[src/rtl/core/fss_pkg.sv]
// Shared types, constants and register codes of the fit scaler sample address block.
`default_nettype none
package fss_pkg;

   localparam logic [12:0] MAX_SRC_DIM = 13'd4096;
   localparam logic [10:0] MAX_DST_DIM = 11'd1024;

   localparam logic [1:0] MODE_STRETCH = 2'd0;
   localparam logic [1:0] MODE_CONTAIN = 2'd1;
   localparam logic [1:0] MODE_COVER   = 2'd2;

   localparam logic [2:0] CSR_SRC_WIDTH   = 3'd0;
   localparam logic [2:0] CSR_SRC_HEIGHT  = 3'd1;
   localparam logic [2:0] CSR_DST_WIDTH   = 3'd2;
   localparam logic [2:0] CSR_DST_HEIGHT  = 3'd3;
   localparam logic [2:0] CSR_FIT_MODE    = 3'd4;
   localparam logic [2:0] CSR_TOP_DOWN    = 3'd5;
   localparam logic [2:0] CSR_DATA_OFFSET = 3'd6;
   localparam logic [2:0] CSR_BPP         = 3'd7;

   localparam int DIV_STEPS = 12;

   // Configuration after dimension limiting and pixel size cleanup.
   typedef struct packed {
      logic [12:0] sw;
      logic [12:0] sh;
      logic [10:0] dw;
      logic [10:0] dh;
      logic [1:0]  mode;
      logic        top;
      logic [15:0] offset;
      logic [2:0]  bpp;
   } cfg_type;

   // One axis of a queued request: a numerator, a divisor and a force-to-zero flag.
   typedef struct packed {
      logic [23:0] dividend;
      logic [11:0] divisor;
      logic        zero;
   } qlane_type;

   typedef struct packed {
      qlane_type x;
      qlane_type y;
   } job_type;

   // One axis inside the divider pipeline.
   typedef struct packed {
      logic [23:0] dividend;
      logic [11:0] divisor;
      logic [11:0] rem;
      logic [11:0] quo;
      logic        sat;
      logic        zero;
   } div_lane_type;

endpackage
`default_nettype wire

[src/rtl/core/fss_queue.sv]
// Two-entry queue between the front and back pipelines.
`default_nettype none
module fss_queue (
   input  wire logic              clock,
   input  wire logic              reset,
   input  wire logic              push_valid,
   output logic                   push_ready,
   input  wire fss_pkg::job_type  push_job,
   output logic                   pop_valid,
   input  wire logic              pop_ready,
   output fss_pkg::job_type       pop_job
);

   fss_pkg::job_type entry_ff [2];
   logic       wr_ptr_ff, rd_ptr_ff;
   logic [1:0] count_ff;
   logic       push, pop;

   assign push_ready = count_ff != 2'd2;
   assign pop_valid  = count_ff != 2'd0;
   assign pop_job    = entry_ff[rd_ptr_ff];
   assign push       = push_valid && push_ready;
   assign pop        = pop_valid && pop_ready;

   always_ff @(posedge clock) begin
      if (reset) begin
         wr_ptr_ff <= 1'b0;
         rd_ptr_ff <= 1'b0;
         count_ff  <= 2'd0;
      end else begin
         if (push) wr_ptr_ff <= !wr_ptr_ff;
         if (pop) rd_ptr_ff <= !rd_ptr_ff;
         count_ff <= count_ff + {1'b0, push} - {1'b0, pop};
      end
   end

   always_ff @(posedge clock) begin
      if (push) entry_ff[wr_ptr_ff] <= push_job;
   end

   a_count_bound: assert property (@(posedge clock) disable iff (reset)
      count_ff != 2'd3) else $error("queue count out of range");
   a_ptr_match: assert property (@(posedge clock) disable iff (reset)
      (count_ff == 2'd1) |-> (wr_ptr_ff != rd_ptr_ff)) else $error("queue pointers disagree");
   a_count_step: assert property (@(posedge clock) disable iff (reset)
      (push && !pop) |=> (count_ff == $past(count_ff) + 2'd1)) else $error("queue lost a push");

endmodule
`default_nettype wire

[config.mk]
export PLATFORM = sky130hd
export DESIGN_NAME = fss_queue
export DESIGN_NICKNAME = d
export VERILOG_FILES = /design/src/rtl/core/fss_pkg.sv /design/src/rtl/core/fss_queue.sv
export SDC_FILE = /design/constraint.sdc
export NUM_CORES = 1
export LEC_CHECK = 0
export BUFFER_PORTS_ARGS = -buffer_cell sky130_fd_sc_hd__buf_2
export CORE_ASPECT_RATIO = 0.8
export CORE_MARGIN = 2
export CORE_UTILIZATION = 56
export CTS_CLUSTER_SIZE = 20
export DETAILED_ROUTE_END_ITERATION = 10
export PLACE_DENSITY_LB_ADDON = 0.12
export SYNTH_ARGS = -nofsm -noshare
export SYNTH_HDL_FRONTEND = slang
export SYNTH_SLANG_ARGS = --single-unit
[constraint.sdc]
create_clock -name clock -period 4.8 [get_ports clock]
set_input_delay 0.96 -clock clock [delete_from_list [all_inputs] [get_ports clock]]
set_output_delay 0.96 -clock clock [all_outputs]
set_load 0.02 [all_outputs]
==> results of run 1 <==
-- report_power, final --
| part | switching (mW) | internal [mW] | total (mW) |
|---|---|---|---|
| Clock | 0.482 | 0.809 | 1.29 |
| Combinational | 0.408 | 0.269 | 0.677 |
| Sequential | 0.100 | 1.62 | 1.72 |
| Total | 0.990 | 2.70 | 3.69 |
-- cell usage in the layout, fill, tap and decap left out, drive strengths merged, types with 2 or more instances in the layout --
cell type  synthesis  final
clkinv             0      6
bufinv             0      3
o21ai              2      2
dfxtp              5      5
mux2              74     74
edfxtp           148    148
and3               2      2
nor2b              2      2
nor2               4      4
inv                1      2
clkbuf             0     18
buf                8    155
clkinvlp           0      4
-- registers in the layout, summed over array words and instances (netlist names), named ones only --
name and count:
count_ff 2, entry_ff 148, wr_ptr_ff 1, rd_ptr_ff 1
-- cell type report --
type | instances | area [sq um] | area share (%)
Timing Repair Buffer | 155 | 781 | 11.0
Multi-Input combinational cell | 97 | 1000 | 14.1
Clock buffer | 18 | 429 | 6.05
Inverter | 1 | 3.75 | 0.0530
Clock inverter | 14 | 155 | 2.19
Sequential cell | 153 | 4550 | 64.2
Tap cell | 136 | 170 | 2.40
-- critical path, delay by kind of cell (launching register included) --
kind / cells / cell delay, ns
buffers and inverters: 1 / 0.17
flip-flops: 1 / 0.97
multiplexers: 1 / 0.42
-- per-stage QoR --
step           instances  setup slack, ns  hold slack, ns
3_5_place_dp         542             2.17           0.495
4_1_cts              574             1.77           0.560
2_1_floorplan        259             1.62           0.472
5_1_grt              574             1.69           0.581
3_3_place_gp         542             2.19           0.483
6_report             574             1.78           0.551
-- cell families after synthesis --
logic type                 after synthesis  synth area share (%)
buffers and inverters                    9                  1.49
DFF                                    153                  80.8
adders and majority gates                1                 0.222
xor gates and xnor gates                 1                 0.156
and+or+nand+nor                         15                  1.74
AOI/OAI and AO/OA                        6                 0.778
muxes                                   74                  14.8
-- metal layers --
metal | routed length [um] | share of wire [%] | global-route usage [%] | up-vias
li1 | - | - | - | 1361
met1 | 3980 | 41 | 21.9 | 1402
met2 | 4780 | 50 | 29.4 | 108
met3 | 822 | 8.5 | 7.91 | 8
met4 | 63 | 0.65 | 6.55 | 0
met5 | 0 | 0 | 0 | -
-- path summary, 6_finish.rpt --
| check | startpoint | cells after the start | slack, ns | end |
|---|---|---|---|---|
| min reg2reg | rd_ptr_ff | 2 | 0.55 | register |
| min | rd_ptr_ff | 2 | 0.55 | register |
| max reg2reg | count_ff[0] | 4 | 2.70 | entry_ff[0][72] |
| max | register | 2 | 1.78 | pop_job[41] |
-- synth_stat cells (all sizes together) --
master,n,area [sq um]
edfxtp,148,4440
mux2,74,833
buf,8,80.1
dfxtp,5,100
nor2,4,15.0
and3,2,12.5
nor2b,2,12.5
o21ai,2,10.0
a21bo,1,10.0
a21oi,1,5.00
ha,1,12.5
inv,1,3.75
nand2b,1,6.26
nand3,1,5.00
nand3b,1,7.51
nor3,1,10.0
nor4,1,6.26
nor4bb,1,16.3
o21ba,1,10.0
o31a,1,8.76
or2,1,6.26
xor2,1,8.76
==> flow_summary.ini, run 1 <==
[cells_and_area]
fillers = 624
postLayoutCellArea_sq_mm = 0.00709
nNetsFinal = 504
drive_gt1_share_pct = 43.2
diodes = 0
postLayoutCoreUtil_pct = 73.2
areaGrowthSynthToFinish_pct = 26.0

[floorplanning]
rows = 32
die_x_um = 116
core_sq_mm = 0.00969
fp.dieH_um = 93.6
fp.dieArea_sq_mm = 0.0109
start_util_pct = 58.0
io_pins = 154

[worst_setup_path]
worst_setup_path_end_kind = output pin
cpPeakStageDelay_ns = 0.97
critical_path.max_fanout = 74
critical_path_class = register to output pin
cp_slowest_cell = dfxtp_4
cp_cell_sequence = mux2_1, buf_2
worstPathRequired_ns = 3.84
cp.arrival_ns = 2.06
startpoint_type = register

[global_route]
antenna_found_initial = 0
grt_overflow = 0
track_usage_pct = 18.2
grt_first_pass_wirelength_um = 14100
grt_max_degree = 75
grt_pass1_vias = 2919

[outcome]
outcome = complete, no violations

[synthesis]
syn-num-nets = 338
syn_avg_cell_area_sq_um = 21.7
netlist-cell-type-count = 25
ys_seq_elements = 153
ys_seq_area_share_pct = 80.8
synthesis.area_sq_mm = 0.00562
syn-instance-count = 259
synth_warnings = 0

[clock_tree]
cts_made_buffers = 17
clk_pin_slew_ns = 0.06
cts_resized = 0
ctsHoldBuffers = 0
htreeDepth = 4
cts_buffer_depth = 2
post_cts_buffers = 0
root_buffer = clkbuf_16
clock_latency_ns = 0.40
clock_sinks = 153
cts_tree = done

[route]
wl_per_cell_um = 16.8
drt_first_pass_iters = 4
viasPerCell = 5.02
vias = 2879
routed_wl_um = 9640
drt_iter0_markers = 171
ant_nets = 0
drc = 0

[sta]
slew_viol_final = 0
fmax_mhz = 331
setup_viol = 0
period_share_pct = 62.9
layout_min_cycle_time_ns = 3.02
setup_tns_ns = 0
worst_pin_slew_ns = 1.04
fin_worst_skew_ns = 0.00411
rsz0062_at_grt = no
maxSlewHeadroom_pct = 30.6
hold_viol = 0

[run]
drv_cap = 0

[power_and_ir_drop]
ir_worst_vdd_mv = 0.406
power.leakage_nw = 2.68
power.density_mw_per_mm2 = 521
power.total_mw = 3.69

[placed_design]
gp_congestion = 0.704
portBuffers = 153
placedInstanceArea_sq_mm = 0.00650
dp_hpwl_um = 6140

[worst_hold_path]
hold_class = register to register
Power figures use the tool's default switching activity.
==> inputs of run 2 (changes only) <==
CORE_UTILIZATION = 47   (was 56)
clock period = 2.7 ns   (was 4.8 ns; I/O delays follow)
==> run 2 against run 1 <==
Utilization fell by 12 points. Via count barely moved. Critical path depth rose by 1. Clock power rose by 58%. Non-clock buffer count rose by 4. Sequential cell count did not move. Setup slack got worse by 1.3 ns. Critical endpoint is now pop_job[26]. Sequential share of layout area fell by 0.11 points. Combinational power rose by 99%. Routed wire length rose by 1.0%. Power rose by 72%. Largest power group unchanged.
==> flow_summary.ini, run 2 (synthesis results as in run 1) <==
[power_and_ir_drop]
p_sw_share_pct = 28.1
switchingPower_mw = 1.78
power.density_mw_per_mm2 = 892
p_int_mw = 4.55
ir_worst_vdd_mv = 0.485
power_frac_seq_pct = 46.4
p_comb_share_pct = 21.4
power.leakage_nw = 2.68
power.share.clock_pct = 32.2

[global_route]
grt_overflow = 0
grt_pass1_vias = 2963
track_usage_pct = 15.7
grt_first_pass_wirelength_um = 14800
antenna_found_initial = 1
grt_max_degree = 75

[run]
drv_cap = 0

[worst_setup_path]
cp_top_family = buffers and inverters
critical_path.max_fanout = 74
ff2ff_setup_slack_ns = 0.93
worstPathRequired_ns = 2.16
cp_cell_sequence = buf_12, mux2_1, buf_2
cp_slowest_cell = mux2_1
startpoint_type = register
cpPeakStageDelay_ns = 0.38
cp.arrival_ns = 1.72
critical_path_class = register to output pin
path_buf_inv = 2
worst_setup_path_end_kind = output pin

[route]
routed_wl_um = 9740
viasPerCell = 4.88
drt_iter0_markers = 111
wl_per_cell_um = 16.5
drc = 0
drt_first_pass_iters = 4
ant_nets = 0
vias = 2878

[sta]
fin_worst_skew_ns = 0.00526
setup_viol = 0
whs_ns = 0.316
hold_viol = 0
setup_tns_ns = 0
period_share_pct = 83.6
setup_ws_ns = 0.444
fmax_mhz = 443
slew_viol_final = 0
rsz0062_at_grt = no
maxSlewHeadroom_pct = 68.4
worst_pin_slew_ns = 0.473
layout_min_cycle_time_ns = 2.26

[clock_tree]
ctsHoldBuffers = 0
clk_pin_slew_ns = 0.06
cts_tree = done
cts_resized = 0
clock_latency_ns = 0.41
clock_sinks = 153
root_buffer = clkbuf_16
cts_made_buffers = 17
htreeDepth = 4
post_cts_buffers = 0
cts_buffer_depth = 2

[placed_design]
gp_congestion = 0.699
pre_cts_slack_ns = 0.812
dp_hpwl_um = 6300
portBuffers = 153

[floorplanning]
fp.dieH_um = 102
core_sq_mm = 0.0116
rows = 35
io_pins = 154
die_x_um = 126
fp.dieArea_sq_mm = 0.0129
start_util_pct = 48.5

[cells_and_area]
layout_common_cells = 153 x buf_2, 148 x edfxtp_1, 74 x mux2_1
reg_top3 = entry_ff (148), count_ff (2)
diodes = 0
regMostFlops = entry_ff
nNetsFinal = 508
largest_reg_flops = 148
areaGrowthSynthToFinish_pct = 26.3
drive_gt1_share_pct = 43.9
final_common_cell = buf_2
postLayoutCoreUtil_pct = 61.2

[worst_hold_path]
hold_class = input pin to register

[outcome]
outcome = complete, no violations
[run 2: path summary, 6_finish.rpt]
kind / from / to / cells past startpoint
max reg2reg: count_ff[0] / entry_ff[0][65] / 4
max: register / pop_job[26] / 3
min reg2reg: rd_ptr_ff / rd_ptr_ff / 2
min: push_job[27] / entry_ff[0][27] / 1
[run 2: per-layer routing]
metal  share of wire, %  track usage [%]  routed length [um]
met2                 48             24.6                4660
met1                 42             18.5                4050
met5                  0                0                   0
met4                1.3             7.35                 127
met3                9.3             7.49                 910
[run 2: worst reg2reg max path, delay by kind of cell (launching register included)]
| family | cells | cell delay (ns) |
|---|---|---|
| buffers and inverters | 2 | 0.67 |
| flip-flops | 1 | 0.42 |
| AND/OR/NAND/NOR | 2 | 0.34 |
[run 2: final cells by class]
class,count,area [sq um]
timing repair buffer,159,848
inverter,1,3.75
clock buffer,19,433
tap,148,185
sequential,153,4550
clock inverter,13,81.3
multi-input combinational,97,1000
fill,899,4500
[run 2: per-stage QoR]
step / power, mW / cells / cell area [sq um]
final: 6.33 / 590 / 7100
after global routing: 6.61 / 590 / 7100
after CTS: 6.43 / 590 / 7100
after detailed placement: 4.37 / 558 / 6590
after global placement: 4.35 / 558 / 6590
after floorplan: 3.92 / 259 / 5630
[run 2: power groups by stage]
stage          Clock, mW  Combinational, mW  Sequential [mW]
5_1_grt             2.18               1.46             2.96
4_1_cts             2.10               1.39             2.94
6_report            2.04               1.35             2.94
3_3_place_gp           0               1.37             2.98
2_1_floorplan          0              0.942             2.98
3_5_place_dp           0               1.38             2.99
