$ cat src/rtl/core/fss_pkg.sv
// Shared types, constants and register codes of the fit scaler sample address block.
`default_nettype none
package fss_pkg;

   localparam logic [12:0] MAX_SRC_DIM = 13'd4096;
   localparam logic [10:0] MAX_DST_DIM = 11'd1024;

   localparam logic [1:0] MODE_STRETCH = 2'd0;
   localparam logic [1:0] MODE_CONTAIN = 2'd1;
   localparam logic [1:0] MODE_COVER   = 2'd2;

   localparam logic [2:0] CSR_SRC_WIDTH   = 3'd0;
   localparam logic [2:0] CSR_SRC_HEIGHT  = 3'd1;
   localparam logic [2:0] CSR_DST_WIDTH   = 3'd2;
   localparam logic [2:0] CSR_DST_HEIGHT  = 3'd3;
   localparam logic [2:0] CSR_FIT_MODE    = 3'd4;
   localparam logic [2:0] CSR_TOP_DOWN    = 3'd5;
   localparam logic [2:0] CSR_DATA_OFFSET = 3'd6;
   localparam logic [2:0] CSR_BPP         = 3'd7;

   localparam int DIV_STEPS = 12;

   // Configuration after dimension limiting and pixel size cleanup.
   typedef struct packed {
      logic [12:0] sw;
      logic [12:0] sh;
      logic [10:0] dw;
      logic [10:0] dh;
      logic [1:0]  mode;
      logic        top;
      logic [15:0] offset;
      logic [2:0]  bpp;
   } cfg_type;

   // One axis of a queued request: a numerator, a divisor and a force-to-zero flag.
   typedef struct packed {
      logic [23:0] dividend;
      logic [11:0] divisor;
      logic        zero;
   } qlane_type;

   typedef struct packed {
      qlane_type x;
      qlane_type y;
   } job_type;

   // One axis inside the divider pipeline.
   typedef struct packed {
      logic [23:0] dividend;
      logic [11:0] divisor;
      logic [11:0] rem;
      logic [11:0] quo;
      logic        sat;
      logic        zero;
   } div_lane_type;

endpackage
`default_nettype wire

$ cat src/rtl/core/fss_front.sv
// Front pipeline: accepts coordinates and forms the divide numerators and divisors.
`default_nettype none
module fss_front (
   input  wire logic              clock,
   input  wire logic              reset,
   input  wire fss_pkg::cfg_type  cfg,
   input  wire logic              in_valid,
   output logic                   in_ready,
   input  wire logic [9:0]        in_dx,
   input  wire logic [9:0]        in_dy,
   output logic                   out_valid,
   input  wire logic              out_ready,
   output fss_pkg::job_type       out_job
);

   logic        en;
   logic        v1_ff, v2_ff, v3_ff, v4_ff;
   logic [9:0]  dx1_ff, dy1_ff, dx2_ff, dy2_ff;
   logic [23:0] xw1_ff, yw1_ff;
   logic [23:0] spx1_ff, spy1_ff, spx2_ff, spy2_ff, spx3_ff, spy3_ff;
   logic [10:0] num2_ff, num3_ff;
   logic [12:0] den2_ff;
   logic [23:0] ax3_ff, bx3_ff, ay3_ff, by3_ff;
   logic [23:0] xw1_in, yw1_in, spx1_in, spy1_in;
   logic        x_smaller, use_x;
   logic [11:0] span_x, span_y;
   logic [23:0] ax3_in, bx3_in, ay3_in, by3_in;
   fss_pkg::job_type job4_ff, job4_in;

   assign en        = !v4_ff || out_ready;
   assign in_ready  = en;
   assign out_valid = v4_ff;
   assign out_job   = job4_ff;

   // Stage 1: scale comparison products and stretch numerators.
   assign xw1_in  = cfg.dw * cfg.sh;
   assign yw1_in  = cfg.dh * cfg.sw;
   assign spx1_in = in_dx * cfg.sw;
   assign spy1_in = in_dy * cfg.sh;

   // Stage 2: pick the common scale.
   assign x_smaller = xw1_ff <= yw1_ff;
   assign use_x     = (cfg.mode == fss_pkg::MODE_COVER) ? !x_smaller : x_smaller;

   // Stage 3: centered numerators.
   assign span_x = {1'b0, cfg.dw} + {1'b0, dx2_ff, 1'b0};
   assign span_y = {1'b0, cfg.dh} + {1'b0, dy2_ff, 1'b0};
   assign ax3_in = den2_ff * span_x;
   assign bx3_in = cfg.sw * num2_ff;
   assign ay3_in = den2_ff * span_y;
   assign by3_in = cfg.sh * num2_ff;

   // Stage 4: subtract or take the stretch terms.
   always_comb begin
      if (cfg.mode == fss_pkg::MODE_STRETCH) begin
         job4_in.x.dividend = spx3_ff;
         job4_in.x.divisor  = {1'b0, cfg.dw};
         job4_in.x.zero     = 1'b0;
         job4_in.y.dividend = spy3_ff;
         job4_in.y.divisor  = {1'b0, cfg.dh};
         job4_in.y.zero     = 1'b0;
      end else begin
         job4_in.x.dividend = ax3_ff - bx3_ff;
         job4_in.x.divisor  = {num3_ff, 1'b0};
         job4_in.x.zero     = ax3_ff < bx3_ff;
         job4_in.y.dividend = ay3_ff - by3_ff;
         job4_in.y.divisor  = {num3_ff, 1'b0};
         job4_in.y.zero     = ay3_ff < by3_ff;
      end
   end

   always_ff @(posedge clock) begin
      if (reset) begin
         v1_ff <= 1'b0;
         v2_ff <= 1'b0;
         v3_ff <= 1'b0;
         v4_ff <= 1'b0;
      end else if (en) begin
         v1_ff <= in_valid;
         v2_ff <= v1_ff;
         v3_ff <= v2_ff;
         v4_ff <= v3_ff;
      end
   end

   always_ff @(posedge clock) begin
      if (en) begin
         dx1_ff  <= in_dx;
         dy1_ff  <= in_dy;
         xw1_ff  <= xw1_in;
         yw1_ff  <= yw1_in;
         spx1_ff <= spx1_in;
         spy1_ff <= spy1_in;
         dx2_ff  <= dx1_ff;
         dy2_ff  <= dy1_ff;
         spx2_ff <= spx1_ff;
         spy2_ff <= spy1_ff;
         num2_ff <= use_x ? cfg.dw : cfg.dh;
         den2_ff <= use_x ? cfg.sw : cfg.sh;
         spx3_ff <= spx2_ff;
         spy3_ff <= spy2_ff;
         num3_ff <= num2_ff;
         ax3_ff  <= ax3_in;
         bx3_ff  <= bx3_in;
         ay3_ff  <= ay3_in;
         by3_ff  <= by3_in;
         job4_ff <= job4_in;
      end
   end

endmodule
`default_nettype wire

$ cat config.mk
export PLATFORM = sky130hd
export DESIGN_NAME = fss_front
export DESIGN_NICKNAME = d
export VERILOG_FILES = /design/src/rtl/core/fss_pkg.sv /design/src/rtl/core/fss_front.sv
export SDC_FILE = /design/constraint.sdc
export NUM_CORES = 2
export LEC_CHECK = 0
export BUFFER_PORTS_ARGS = -buffer_cell sky130_fd_sc_hd__buf_2
export CAP_MARGIN = 15
export CELL_PAD_IN_SITES_DETAIL_PLACEMENT = 1
export CELL_PAD_IN_SITES_GLOBAL_PLACEMENT = 1
export CORE_UTILIZATION = 23
export DETAILED_ROUTE_END_ITERATION = 8
export PLACE_DENSITY_LB_ADDON = 0.1
export SLEW_MARGIN = 20
export SYNTH_ARGS = -nofsm -noshare
export SYNTH_HDL_FRONTEND = slang
export SYNTH_SLANG_ARGS = --single-unit
$ cat constraint.sdc
create_clock -name clock -period 17.69 [get_ports clock]
set_input_delay 1.769 -clock clock [delete_from_list [all_inputs] [get_ports clock]]
set_output_delay 1.769 -clock clock [all_outputs]
set_load 0.01 [all_outputs]
==> reports/results.txt <==
outcome - finished, final reports clean
Distinct cells, synth - 79
Netlist Area Pre-Place - 53730 µm²
count of final max-slew check failures - 0
largest cells by area after synthesis - sky130_fd_sc_hd__fa_1, sky130_fd_sc_hd__edfxtp_1, sky130_fd_sc_hd__ha_1
required time reported for the critical path endpoint - 18.13 ns
met2 track demand over resource - 0.2523
GRT Max-Usage Layer - met2
kind of critical path - input port to register
layout cells sized above 1 - 0.06507
leading area contributor after synthesis - sky130_fd_sc_hd__fa_1
kind of cell adding the most delay to the critical path - adder cells
half-perimeter wire length after detailed placement - 130900 µm
via total after detailed routing - 36545
number of sinks handled by clock tree synthesis - 434
CP max stage delay - 0.63 ns
Setup Slack @ Placement - 7.318 ns
total iterations of the first detailed-routing run - 5
cell with the most instances after synthesis - sky130_fd_sc_hd__inv_1
worst clock skew on the final layout - 0.04465 ns
routability congestion estimate - 0.7357
number of buffer cells added on primary ports - 149
Critical Path Source Type - input port
slack of the critical path - 8.068 ns
GRT Resource Usage Total - 0.1494
vias per cell - 4.266
global-route track usage on met3 - 0.01086
Reg-to-Reg End - ay3_ff[23]
unrepaired setup endpoints after global routing - false
Crit Path Max Fanout - 17
setup violation total in the final timing report - 0
overflow left after global routing - 0
overall routed net length - 171800 µm
DIE AREA - 235600 µm²
buffers plus inverters on the worst setup path - 3
global-route wire length before repair - 264800 µm
maximum buffer depth of the clock tree - 3
proportion of register bits with asynchronous set or reset after synthesis - 0
Relative slew margins - 0.2846
starting density of the core - 0.2313
fraction of the yosys area taken by sequential cells - 0.2418
maximum achievable frequency - 103.9 MHz
flip-flop and latch count after synthesis - 434
post-synth top area share - 0.2928
Worst Hold End - spy3_ff[19]
later-pin clock latency in the skew report - 0.72 ns
commonest register cell after synthesis - sky130_fd_sc_hd__edfxtp_1
cell type with the highest occurrence count on the critical path - sky130_fd_sc_hd__a21oi_1
hold depth - 0
launch point of the worst hold path - spy2_ff[19]
antenna violations before repair - 33
number of remaining DRC errors - 0
Worst path slowest cell - sky130_fd_sc_hd__nand3_1
flop2flop setup slack - 9.35 ns
depth of the CTS H-tree - 2
synthesized netlist net count - 6846
die extent in y - 485.4 µm
CP arrival - 10.06 ns
nets@finish - 6924
register clock-pin slew on the reported worst setup and hold paths - 0.06 ns
number of buffers created by CTS - 61
Post-synth EDFFs - 430
row count - 177
global-route track usage on met1 - 0.2087
number of I/O pins - 170
path category of the worst min-delay check - register to register
number of cells on the worst reg-to-reg path - 27
Yosys Warn Count - 0
remaining number of nets flagged by the antenna check after routing - 0
post-CTS setup buffer count - 0
average footprint of a synthesized cell - 9.969 µm²
via count of the first global-routing pass - 41476
final standard cell area without fillers - 60210 µm²
number of gates resized after cts - 0
Core Box Area - 232300 µm²
placed standard-cell area - 58180 µm²
Die Wd - 485.4 µm
number of instances in the synthesized netlist - 5390
Total Negative Setup Slacks - 0 ns
fill count - 26393
CTS Root Cell - sky130_fd_sc_hd__clkbuf_16
post-route minimum period - 9.622 ns
Tcrit/Tclk final - 0.5439
transition time at the pin with the least slew margin - 1.068 ns
total count of hold-check failures in the final report - 0
kind of end point of the critical path - register
beginning of the worst register-to-register path - dy2_ff[1]
initial DRC count - 1377
commonest cells in the netlist - sky130_fd_sc_hd__inv_1, sky130_fd_sc_hd__nand2_1, sky130_fd_sc_hd__fa_1
CTS Hold Bufs - 0
maximum number of pins on one net before global-route repair - 120
synth-to-layout area growth - 12.05%
average detailed-routed wire length per instance - 20.06 µm
clock tree from TritonCTS - yes
post-layout instance count excluding filler cells - 8567
max-cap viol count - 0
Placed Cells incl. Taps - 8448
cell type report:
class                           instances  area [µm²]  share of cell area
Multi-Input combinational cell       3744       36270              0.6023
Sequential cell                       434       12990              0.2158
Tap cell                             3043        3807             0.06323
Inverter                              995        3736             0.06205
Clock buffer                           67        1549             0.02573
Timing Repair Buffer                  232        1381             0.02294
Clock inverter                         45       461.7            0.007668
Antenna cell                            7       17.52           0.0002909
layer usage:
layer | vias to the layer above | wire, µm
li1 | 17105 | -
met4 | 2 | 2911
met3 | 119 | 3702
met1 | 18982 | 83930
met5 | - | 9
met2 | 337 | 81280
sequential cells by signal, indices dropped and copies added (netlist names), 11 cells and up:
signal and flops:
spy2_ff 23, out_job 73, spy1_ff 23, xw1_ff 24, spx2_ff 23, ax3_ff 24, by3_ff 24, spx3_ff 23
den2_ff 13, yw1_ff 24, ay3_ff 24, spx1_ff 23, num2_ff 11, spy3_ff 23, bx3_ff 24, num3_ff 11
worst max path at each step:
stage	start	endpoint	slack (ns)	cells after the start
after floorplan	out_ready	in_ready	2.22	2
after global placement	cfg[24]	ay3_ff[23]	7.31	28
after detailed placement	cfg[24]	ay3_ff[23]	7.32	28
after CTS	cfg[24]	ay3_ff[23]	8.06	28
after global routing	cfg[24]	ay3_ff[23]	7.51	28
final	cfg[24]	ay3_ff[23]	8.07	28
worst reg2reg max path, stage by stage, from the launching register on:
cell and delay, ns:
sky130_fd_sc_hd__edfxtp_1 0.42, sky130_fd_sc_hd__ha_1 0.29, sky130_fd_sc_hd__a21o_1 0.16, sky130_fd_sc_hd__a21oi_1 0.21, sky130_fd_sc_hd__o21bai_1 0.10, sky130_fd_sc_hd__a21oi_1 0.29, sky130_fd_sc_hd__o21bai_1 0.10, sky130_fd_sc_hd__a21oi_1 0.34
sky130_fd_sc_hd__mux2i_1 0.22, sky130_fd_sc_hd__nand3_1 0.63, sky130_fd_sc_hd__and2_1 0.48, sky130_fd_sc_hd__fa_1 0.49, sky130_fd_sc_hd__fa_1 0.54, sky130_fd_sc_hd__fa_1 0.45, sky130_fd_sc_hd__fa_1 0.50, sky130_fd_sc_hd__inv_1 0.06
sky130_fd_sc_hd__fa_1 0.47, sky130_fd_sc_hd__inv_1 0.04, sky130_fd_sc_hd__ha_1 0.33, sky130_fd_sc_hd__a21o_1 0.20, sky130_fd_sc_hd__a21oi_1 0.23, sky130_fd_sc_hd__o21ai_0 0.17, sky130_fd_sc_hd__a21oi_1 0.22, sky130_fd_sc_hd__a21oi_1 0.14
sky130_fd_sc_hd__nand4_1 0.12, sky130_fd_sc_hd__nand3_1 0.12, sky130_fd_sc_hd__o41ai_1 0.33, sky130_fd_sc_hd__xnor3_1 0.45
stage by stage:
stage | hold slack, ns | util
floorplan | 0.4003 | -
global placement | 0.4024 | 0.2505
detailed placement | 0.4057 | 0.2505
CTS | 0.3997 | 0.2591
global route | 0.4173 | 0.2591
finish | 0.3990 | 0.2592
cell families after synthesis:
| logic type | Yosys count | share of synthesized area |
|---|---|---|
| simple gates | 1659 | 0.1472 |
| mux | 32 | 0.006543 |
| buf+inv | 1212 | 0.08480 |
| xor+xnor | 198 | 0.03279 |
| compound gates | 493 | 0.05989 |
| fa+ha+maj | 1362 | 0.4270 |
| flops | 434 | 0.2418 |
layout by cell type, fill, tap and decap left out, drive strengths merged, types with 9 or more instances in the layout:
| master | instances |
|---|---|
| o41ai | 9 |
| and2 | 482 |
| a31oi | 17 |
| and3 | 15 |
| o21ai | 90 |
| buf | 232 |
| clkbuf | 67 |
| a211o | 9 |
| o21a | 36 |
| fa | 786 |
| a21oi | 164 |
| nor3 | 42 |
| o21bai | 16 |
| nand4 | 14 |
| clkinv | 28 |
| xor2 | 50 |
| nand3 | 47 |
| mux2 | 25 |
| nor2 | 160 |
| xnor2 | 146 |
| nand2b | 44 |
| ha | 576 |
| inv | 999 |
| nand2 | 793 |
| a211oi | 19 |
| nor2b | 31 |
| a21o | 62 |
| edfxtp | 430 |
Power is not shown: default switching activity piles up to over one toggle a cycle in this logic, so the estimate is an artifact.
