<file path="src/rtl/core/fss_pkg.sv">
// Shared types, constants and register codes of the fit scaler sample address block.
`default_nettype none
package fss_pkg;

   localparam logic [12:0] MAX_SRC_DIM = 13'd4096;
   localparam logic [10:0] MAX_DST_DIM = 11'd1024;

   localparam logic [1:0] MODE_STRETCH = 2'd0;
   localparam logic [1:0] MODE_CONTAIN = 2'd1;
   localparam logic [1:0] MODE_COVER   = 2'd2;

   localparam logic [2:0] CSR_SRC_WIDTH   = 3'd0;
   localparam logic [2:0] CSR_SRC_HEIGHT  = 3'd1;
   localparam logic [2:0] CSR_DST_WIDTH   = 3'd2;
   localparam logic [2:0] CSR_DST_HEIGHT  = 3'd3;
   localparam logic [2:0] CSR_FIT_MODE    = 3'd4;
   localparam logic [2:0] CSR_TOP_DOWN    = 3'd5;
   localparam logic [2:0] CSR_DATA_OFFSET = 3'd6;
   localparam logic [2:0] CSR_BPP         = 3'd7;

   localparam int DIV_STEPS = 12;

   // Configuration after dimension limiting and pixel size cleanup.
   typedef struct packed {
      logic [12:0] sw;
      logic [12:0] sh;
      logic [10:0] dw;
      logic [10:0] dh;
      logic [1:0]  mode;
      logic        top;
      logic [15:0] offset;
      logic [2:0]  bpp;
   } cfg_type;

   // One axis of a queued request: a numerator, a divisor and a force-to-zero flag.
   typedef struct packed {
      logic [23:0] dividend;
      logic [11:0] divisor;
      logic        zero;
   } qlane_type;

   typedef struct packed {
      qlane_type x;
      qlane_type y;
   } job_type;

   // One axis inside the divider pipeline.
   typedef struct packed {
      logic [23:0] dividend;
      logic [11:0] divisor;
      logic [11:0] rem;
      logic [11:0] quo;
      logic        sat;
      logic        zero;
   } div_lane_type;

endpackage
`default_nettype wire

</file>
<file path="src/rtl/core/fss_back.sv">
// Back pipeline: pipelined divider, clamping, row flip and byte address.
`default_nettype none
module fss_back (
   input  wire logic              clock,
   input  wire logic              reset,
   input  wire fss_pkg::cfg_type  cfg,
   input  wire logic              in_valid,
   output logic                   in_ready,
   input  wire fss_pkg::job_type  in_job,
   output logic                   out_valid,
   input  wire logic              out_ready,
   output logic [63:0]            out_data
);

   localparam int N = fss_pkg::DIV_STEPS;

   logic                  en;
   logic                  dv_ff [N+1];
   fss_pkg::div_lane_type dx_ff [N+1];
   fss_pkg::div_lane_type dy_ff [N+1];
   fss_pkg::div_lane_type dx0_in, dy0_in;
   logic        vc_ff, vm_ff, vo_ff;
   logic [11:0] sxc_ff, syc_ff, rowc_ff, sxm_ff, sym_ff, rowm_ff;
   logic [11:0] sxo_ff, syo_ff, rowo_ff;
   logic [25:0] rprod_m_ff;
   logic [13:0] cprod_m_ff;
   logic [26:0] addr_o_ff;
   logic [11:0] sx_c_in, sy_c_in, row_c_in;
   logic [14:0] stride;
   logic [25:0] rprod_m_in;
   logic [13:0] cprod_m_in;

   assign en        = !vo_ff || out_ready;
   assign in_ready  = en;
   assign out_valid = vo_ff;
   assign out_data  = {1'b0, addr_o_ff, rowo_ff, syo_ff, sxo_ff};

   function automatic fss_pkg::div_lane_type fss_init(fss_pkg::qlane_type q);
      fss_pkg::div_lane_type d;
      d.dividend = q.dividend;
      d.divisor  = q.divisor;
      d.zero     = q.zero;
      d.quo      = 12'd0;
      d.sat      = q.dividend[23:12] >= q.divisor;
      d.rem      = d.sat ? 12'd0 : q.dividend[23:12];
      return d;
   endfunction

   function automatic logic [11:0] fss_settle(fss_pkg::div_lane_type d, logic [12:0] slen);
      logic [12:0] top;
      top = slen - 13'd1;
      if (d.zero) return 12'd0;
      if (d.sat || ({1'b0, d.quo} > top)) return top[11:0];
      return d.quo;
   endfunction

   assign dx0_in = fss_init(in_job.x);
   assign dy0_in = fss_init(in_job.y);

   always_ff @(posedge clock) begin
      if (reset) dv_ff[0] <= 1'b0;
      else if (en) dv_ff[0] <= in_valid;
   end

   always_ff @(posedge clock) begin
      if (en) begin
         dx_ff[0] <= dx0_in;
         dy_ff[0] <= dy0_in;
      end
   end

   // One quotient bit per stage, most significant first.
   for (genvar i = 1; i <= N; i++) begin : g_div
      localparam int B = N - i;
      fss_pkg::div_lane_type nx, ny;
      logic [12:0] tx, ty;

      always_comb begin
         nx = dx_ff[i-1];
         ny = dy_ff[i-1];
         tx = {dx_ff[i-1].rem, dx_ff[i-1].dividend[B]};
         ty = {dy_ff[i-1].rem, dy_ff[i-1].dividend[B]};
         nx.quo[B] = tx >= {1'b0, dx_ff[i-1].divisor};
         ny.quo[B] = ty >= {1'b0, dy_ff[i-1].divisor};
         nx.rem = nx.quo[B] ? 12'(tx - {1'b0, dx_ff[i-1].divisor}) : tx[11:0];
         ny.rem = ny.quo[B] ? 12'(ty - {1'b0, dy_ff[i-1].divisor}) : ty[11:0];
      end

      always_ff @(posedge clock) begin
         if (reset) dv_ff[i] <= 1'b0;
         else if (en) dv_ff[i] <= dv_ff[i-1];
      end

      always_ff @(posedge clock) begin
         if (en) begin
            dx_ff[i] <= nx;
            dy_ff[i] <= ny;
         end
      end
   end

   assign sx_c_in  = fss_settle(dx_ff[N], cfg.sw);
   assign sy_c_in  = fss_settle(dy_ff[N], cfg.sh);
   assign row_c_in = cfg.top ? sy_c_in : 12'(cfg.sh - 13'd1 - {1'b0, sy_c_in});

   assign stride     = 15'((cfg.sw * cfg.bpp) + 16'd3) & ~15'd3;
   assign rprod_m_in = rowc_ff * stride;
   assign cprod_m_in = sxc_ff * cfg.bpp;

   always_ff @(posedge clock) begin
      if (reset) begin
         vc_ff <= 1'b0;
         vm_ff <= 1'b0;
         vo_ff <= 1'b0;
      end else if (en) begin
         vc_ff <= dv_ff[N];
         vm_ff <= vc_ff;
         vo_ff <= vm_ff;
      end
   end

   always_ff @(posedge clock) begin
      if (en) begin
         sxc_ff     <= sx_c_in;
         syc_ff     <= sy_c_in;
         rowc_ff    <= row_c_in;
         sxm_ff     <= sxc_ff;
         sym_ff     <= syc_ff;
         rowm_ff    <= rowc_ff;
         rprod_m_ff <= rprod_m_in;
         cprod_m_ff <= cprod_m_in;
         sxo_ff     <= sxm_ff;
         syo_ff     <= sym_ff;
         rowo_ff    <= rowm_ff;
         addr_o_ff  <= 27'({11'd0, cfg.offset} + {1'b0, rprod_m_ff} + {13'd0, cprod_m_ff});
      end
   end

endmodule
`default_nettype wire
</file>
<file path="config.mk">
export PLATFORM = sky130hd
export DESIGN_NAME = fss_back
export DESIGN_NICKNAME = d
export VERILOG_FILES = /design/src/rtl/core/fss_pkg.sv /design/src/rtl/core/fss_back.sv
export SDC_FILE = /design/constraint.sdc
export NUM_CORES = 2
export LEC_CHECK = 0
export BUFFER_PORTS_ARGS = -buffer_cell sky130_fd_sc_hd__buf_2
export CAP_MARGIN = 20
export CORE_MARGIN = 2
export CORE_UTILIZATION = 57
export CTS_CLUSTER_DIAMETER = 40
export DETAILED_ROUTE_END_ITERATION = 8
export PLACE_DENSITY = 0.77
export SETUP_SLACK_MARGIN = 0.15
export SLEW_MARGIN = 5
export SYNTH_ARGS = -nofsm -noshare
export SYNTH_HDL_FRONTEND = slang
export SYNTH_SLANG_ARGS = --single-unit
export TNS_END_PERCENT = 1
</file>
<file path="constraint.sdc">
create_clock -name clock -period 27.4 [get_ports clock]
set_input_delay 2.74 -clock clock [delete_from_list [all_inputs] [get_ports clock]]
set_output_delay 2.74 -clock clock [all_outputs]
set_load 0.01 [all_outputs]
</file>
==> key figures <==
Layout
  – Area delta synth->final: 12.9%
  – Nets: 5838
  – Fillers: roughly 7600
  – Fin util: approximately 65%
  – Finished Cell Area: slightly below 70000 um^2
  – Layout cells sized above 1: 12.6%

Hold path
  – Hold path startpoint: dy_ff[4][13]$_DFFE_PN_
  – Worst Hold Path Cells: 0
  – Worst Hold End: dy_ff[5][13]$_DFFE_PN_
  – Worst min path class: reg -> reg

Placement
  – DP Wirelength: 71500 um
  – Routability cong.: 0.912
  – Placed Area: about 63000 um^2
  – PortBufs: between 150 and 200
  – Worst slack, placed: 15.51 ns

STA
  – Fmax: between 80 and 90 MHz
  – Worst-margin pin slew: 1.08 ns
  – Fin crit period: 11.12 ns
  – Final hold viol count: 0
  – Relative slew slack: ~28%
  – Setup total negative slack: 0 ns
  – Pins Over Slew Limit: 0
  – Final setup viols: 0
  – Skew final: 0.0310 ns
  – Tcrit/Tclk final: approximately 41%
  – Final worst slack: 16.28 ns
  – RSZ-0062 raised after global routing: no

Global routing
  – Initial antenna violation count: 7
  – Largest net degree at the start of global routing: 215
  – Routing usage on met2: 34.2%
  – Global routing's busiest layer: met2
  – Met3 global-route usage: 3.15%
  – Met1 Use GR: 21.3%
  – First-pass GRT wire length: around 170000 um
  – Global route overflow: 0
  – Total GRT Usage: 18.6%
  – Vias in the first global route: 36097

Logic synthesis
  – Main flop type after synthesis: edfxtp_1
  – Asr flop ratio synth: 0%
  – Number of enable flip-flop cells after synthesis: roughly 1100
  – Compound-Gate Fraction of Synth Area: 7.39%
  – Combinational family with the most area after synthesis: adder cells
  – Seq/Total Area, Yosys: 56.0%
  – Syn_area_per_cell: about 13 um^2
  – Simple-gate area share of the yosys netlist: 8.79%
  – Synth warn: 0
  – Post-synth net total: 5531
  – Post-Syn Area: just over 60000 um^2
  – XOR/XNOR Fraction of Synth Area: 3.74%
  – Post-synthesis adder-cell area fraction: 15.2%
  – Yosys cell types: 60
  – Yosys top cell area share: 55.9%
  – Yosys reg bits: around 1100
  – Top cells by area, synth: edfxtp_1 (56%), ha_1 (9.7%), fa_1 (5.6%), inv_1 (4.2%), mux2_2 (3.1%)
  – Synth Instances: 4747
  – Mux cell area share after synthesis: 4.10%
  – Cell taking the most area after synthesis: edfxtp_1

Floorplan
  – Initial core utilization: between 50% and 60%
  – Die W: 330 um
  – Boundary Pins: 214
  – Row cnt: 119
  – Die H: approximately 330 um
  – Die ar.: roughly 110000 um^2
  – Placeable Area: 105000 um^2

Clocking
  – H-tree levels: 4
  – Hold Buf Count CTS: 0
  – Reg clk slew, reported paths: 0.05 ns
  – Post-CTS setup buffers: 0
  – CTS tree: yes
  – Clk root buf: clkbuf_16
  – Clk_lat worst skew: 0.75 ns
  – Post_cts resized: 0
  – Total clock sinks: 1129
  – Clock tree buffer depth: 3
  – Total CTS buffers: ~150

Routing
  – Vias per cell: 5.35
  – Post-route ant nets: 0
  – DRC viols: 0
  – Vias post-DR: 35174
  – Routed wire length: 99500 um
  – Drt wl/cell: ~15 um
  – Drt pass-1 iters: 5
  – 1st-iter DRT viols: 1813

Worst setup path
  – Reg2reg end: rprod_m_ff[25]$_DFFE_PN_
  – Req. time, crit path: 27.87 ns
  – Reg2reg setup slack: 21.02 ns
  – Crit Reg-Reg Startpoint: rowc_ff[8]$_DFFE_PN_
  – CP peak stage delay: slightly below 0.8 ns
  – CP Launch Type: input pin
  – Worst Path Max Fanout: 26
  – Worst Path Arrival: 11.59 ns
  – Critical Setup Path Class: in -> reg
  – Most frequent CP cell: fa_1
  – CP endpoint kind: register
  – Reg2reg path depth: 19
  – Slowest CP cell: xor2_1

Flow run
  – Maximum capacitance violations: 0

Status
  – Status: complete, no violations
[registers in the layout (all words and copies together), names as in the netlist, 12 cells and up]
register	count
syc_ff	12
sym_ff	12
syo_ff	12
sxo_ff	12
rowc_ff	12
rowo_ff	12
rowm_ff	12
sxm_ff	12
rprod_m_ff	24
dx_ff	470
dy_ff	470
cprod_m_ff	14
dv_ff	13
sxc_ff	12
addr_o_ff	27
[cells in the mapped netlist, types with 6 or more instances]
cell / n
mux2_2: 165
nor2_1: 202
a41o_1: 6
nor2b_1: 78
or3_1: 28
a211oi_1: 31
a21oi_1: 164
a21o_1: 103
o2111ai_1: 13
a221oi_1: 6
nand2_1: 264
xnor2_1: 177
o21bai_1: 29
or2_2: 7
a2111oi_0: 12
o41ai_1: 7
o211ai_1: 6
and3_1: 22
clkbuf_1: 51
nand3_1: 33
nor4_1: 19
a211o_1: 12
ha_1: 468
a21boi_0: 27
nand2b_1: 56
nand4_1: 69
edfxtp_1: 1126
inv_1: 677
a31oi_1: 24
buf_2: 21
nor3_1: 104
xor2_1: 81
o31ai_1: 23
mux2i_1: 62
o21ai_0: 157
nor3b_1: 12
fa_1: 168
o21a_1: 41
and2_1: 155
[layer usage]
metal | vias to the layer above | wire [um]
met2 | 684 | 51900
li1 | 17537 | -
met1 | 16718 | 40000
met4 | 0 | 3870
met5 | - | 0
met3 | 235 | 3620
[how the worst max path moves through the flow]
stage / to / depth (start not counted) / from / slack, ns
final: rprod_m_ff[25]$_DFFE_PN_ / 30 / cfg[0] / 16.28
after global routing: rprod_m_ff[25]$_DFFE_PN_ / 30 / cfg[2] / 15.65
after floorplan: in_ready / 3 / out_ready / 0.32
after detailed placement: rprod_m_ff[25]$_DFFE_PN_ / 30 / cfg[1] / 15.51
after CTS: rprod_m_ff[25]$_DFFE_PN_ / 30 / cfg[1] / 16.27
after global placement: rprod_m_ff[25]$_DFFE_PN_ / 30 / cfg[1] / 15.56
[cell type report]
class	instances	area (um^2)	area share, %
Clock buffer	169	3850	5.64
Timing Repair Buffer	229	1260	1.85
Sequential cell	1129	33900	49.6
Multi-Input combinational cell	2867	23700	34.8
Clock inverter	106	1200	1.76
Inverter	678	2550	3.74
Antenna cell	6	15.0	0.0220
Tap cell	1391	1740	2.55
[placed cells by master (no fill, tap or decap), drive strengths merged, types with 31 or more instances in the layout]
| cell | netlist | routed |
|---|---|---|
| edfxtp | 1126 | 1126 |
| inv | 677 | 699 |
| ha | 468 | 468 |
| nand2 | 264 | 264 |
| buf | 22 | 229 |
| nor2 | 202 | 202 |
| xnor2 | 177 | 177 |
| clkbuf | 51 | 169 |
| fa | 168 | 168 |
| a21oi | 168 | 168 |
| mux2 | 165 | 165 |
| o21ai | 158 | 158 |
| and2 | 155 | 155 |
| nor3 | 104 | 104 |
| a21o | 103 | 103 |
| xor2 | 81 | 81 |
| nor2b | 78 | 78 |
| nand4 | 69 | 69 |
| mux2i | 62 | 62 |
| clkinv | 1 | 60 |
| nand2b | 56 | 56 |
| o21a | 41 | 41 |
| nand3 | 33 | 33 |
| a211oi | 31 | 31 |
[per-stage QoR]
| step | hold WS, ns | instances |
|---|---|---|
| after floorplan | 0.400 | 4747 |
| after global placement | 0.400 | 6283 |
| after detailed placement | 0.405 | 6287 |
| after CTS | 0.403 | 6562 |
| after global routing | 0.407 | 6572 |
| final | 0.405 | 6575 |
[critical path: cells and delay by family]
kind / cells / cell delay (ns)
compound gates: 11 / 2.55
xor+xnor: 2 / 0.91
fa+ha+maj: 9 / 4.03
buf+inv: 4 / 0.48
simple gates: 4 / 0.85
[cell families after synthesis]
group | count (synthesis)
flip-flops | 1129
AND/OR/NAND/NOR | 1058
buffers and inverters | 751
AO/OA/AOI/OAI | 687
adder cells (fa/ha/maj) | 636
XOR/XNOR | 258
multiplexers | 227
other | 1
Power is left out: the tool's default activity adds up to more than one toggle a clock period on the data nets, which glitch-free logic cannot reach.
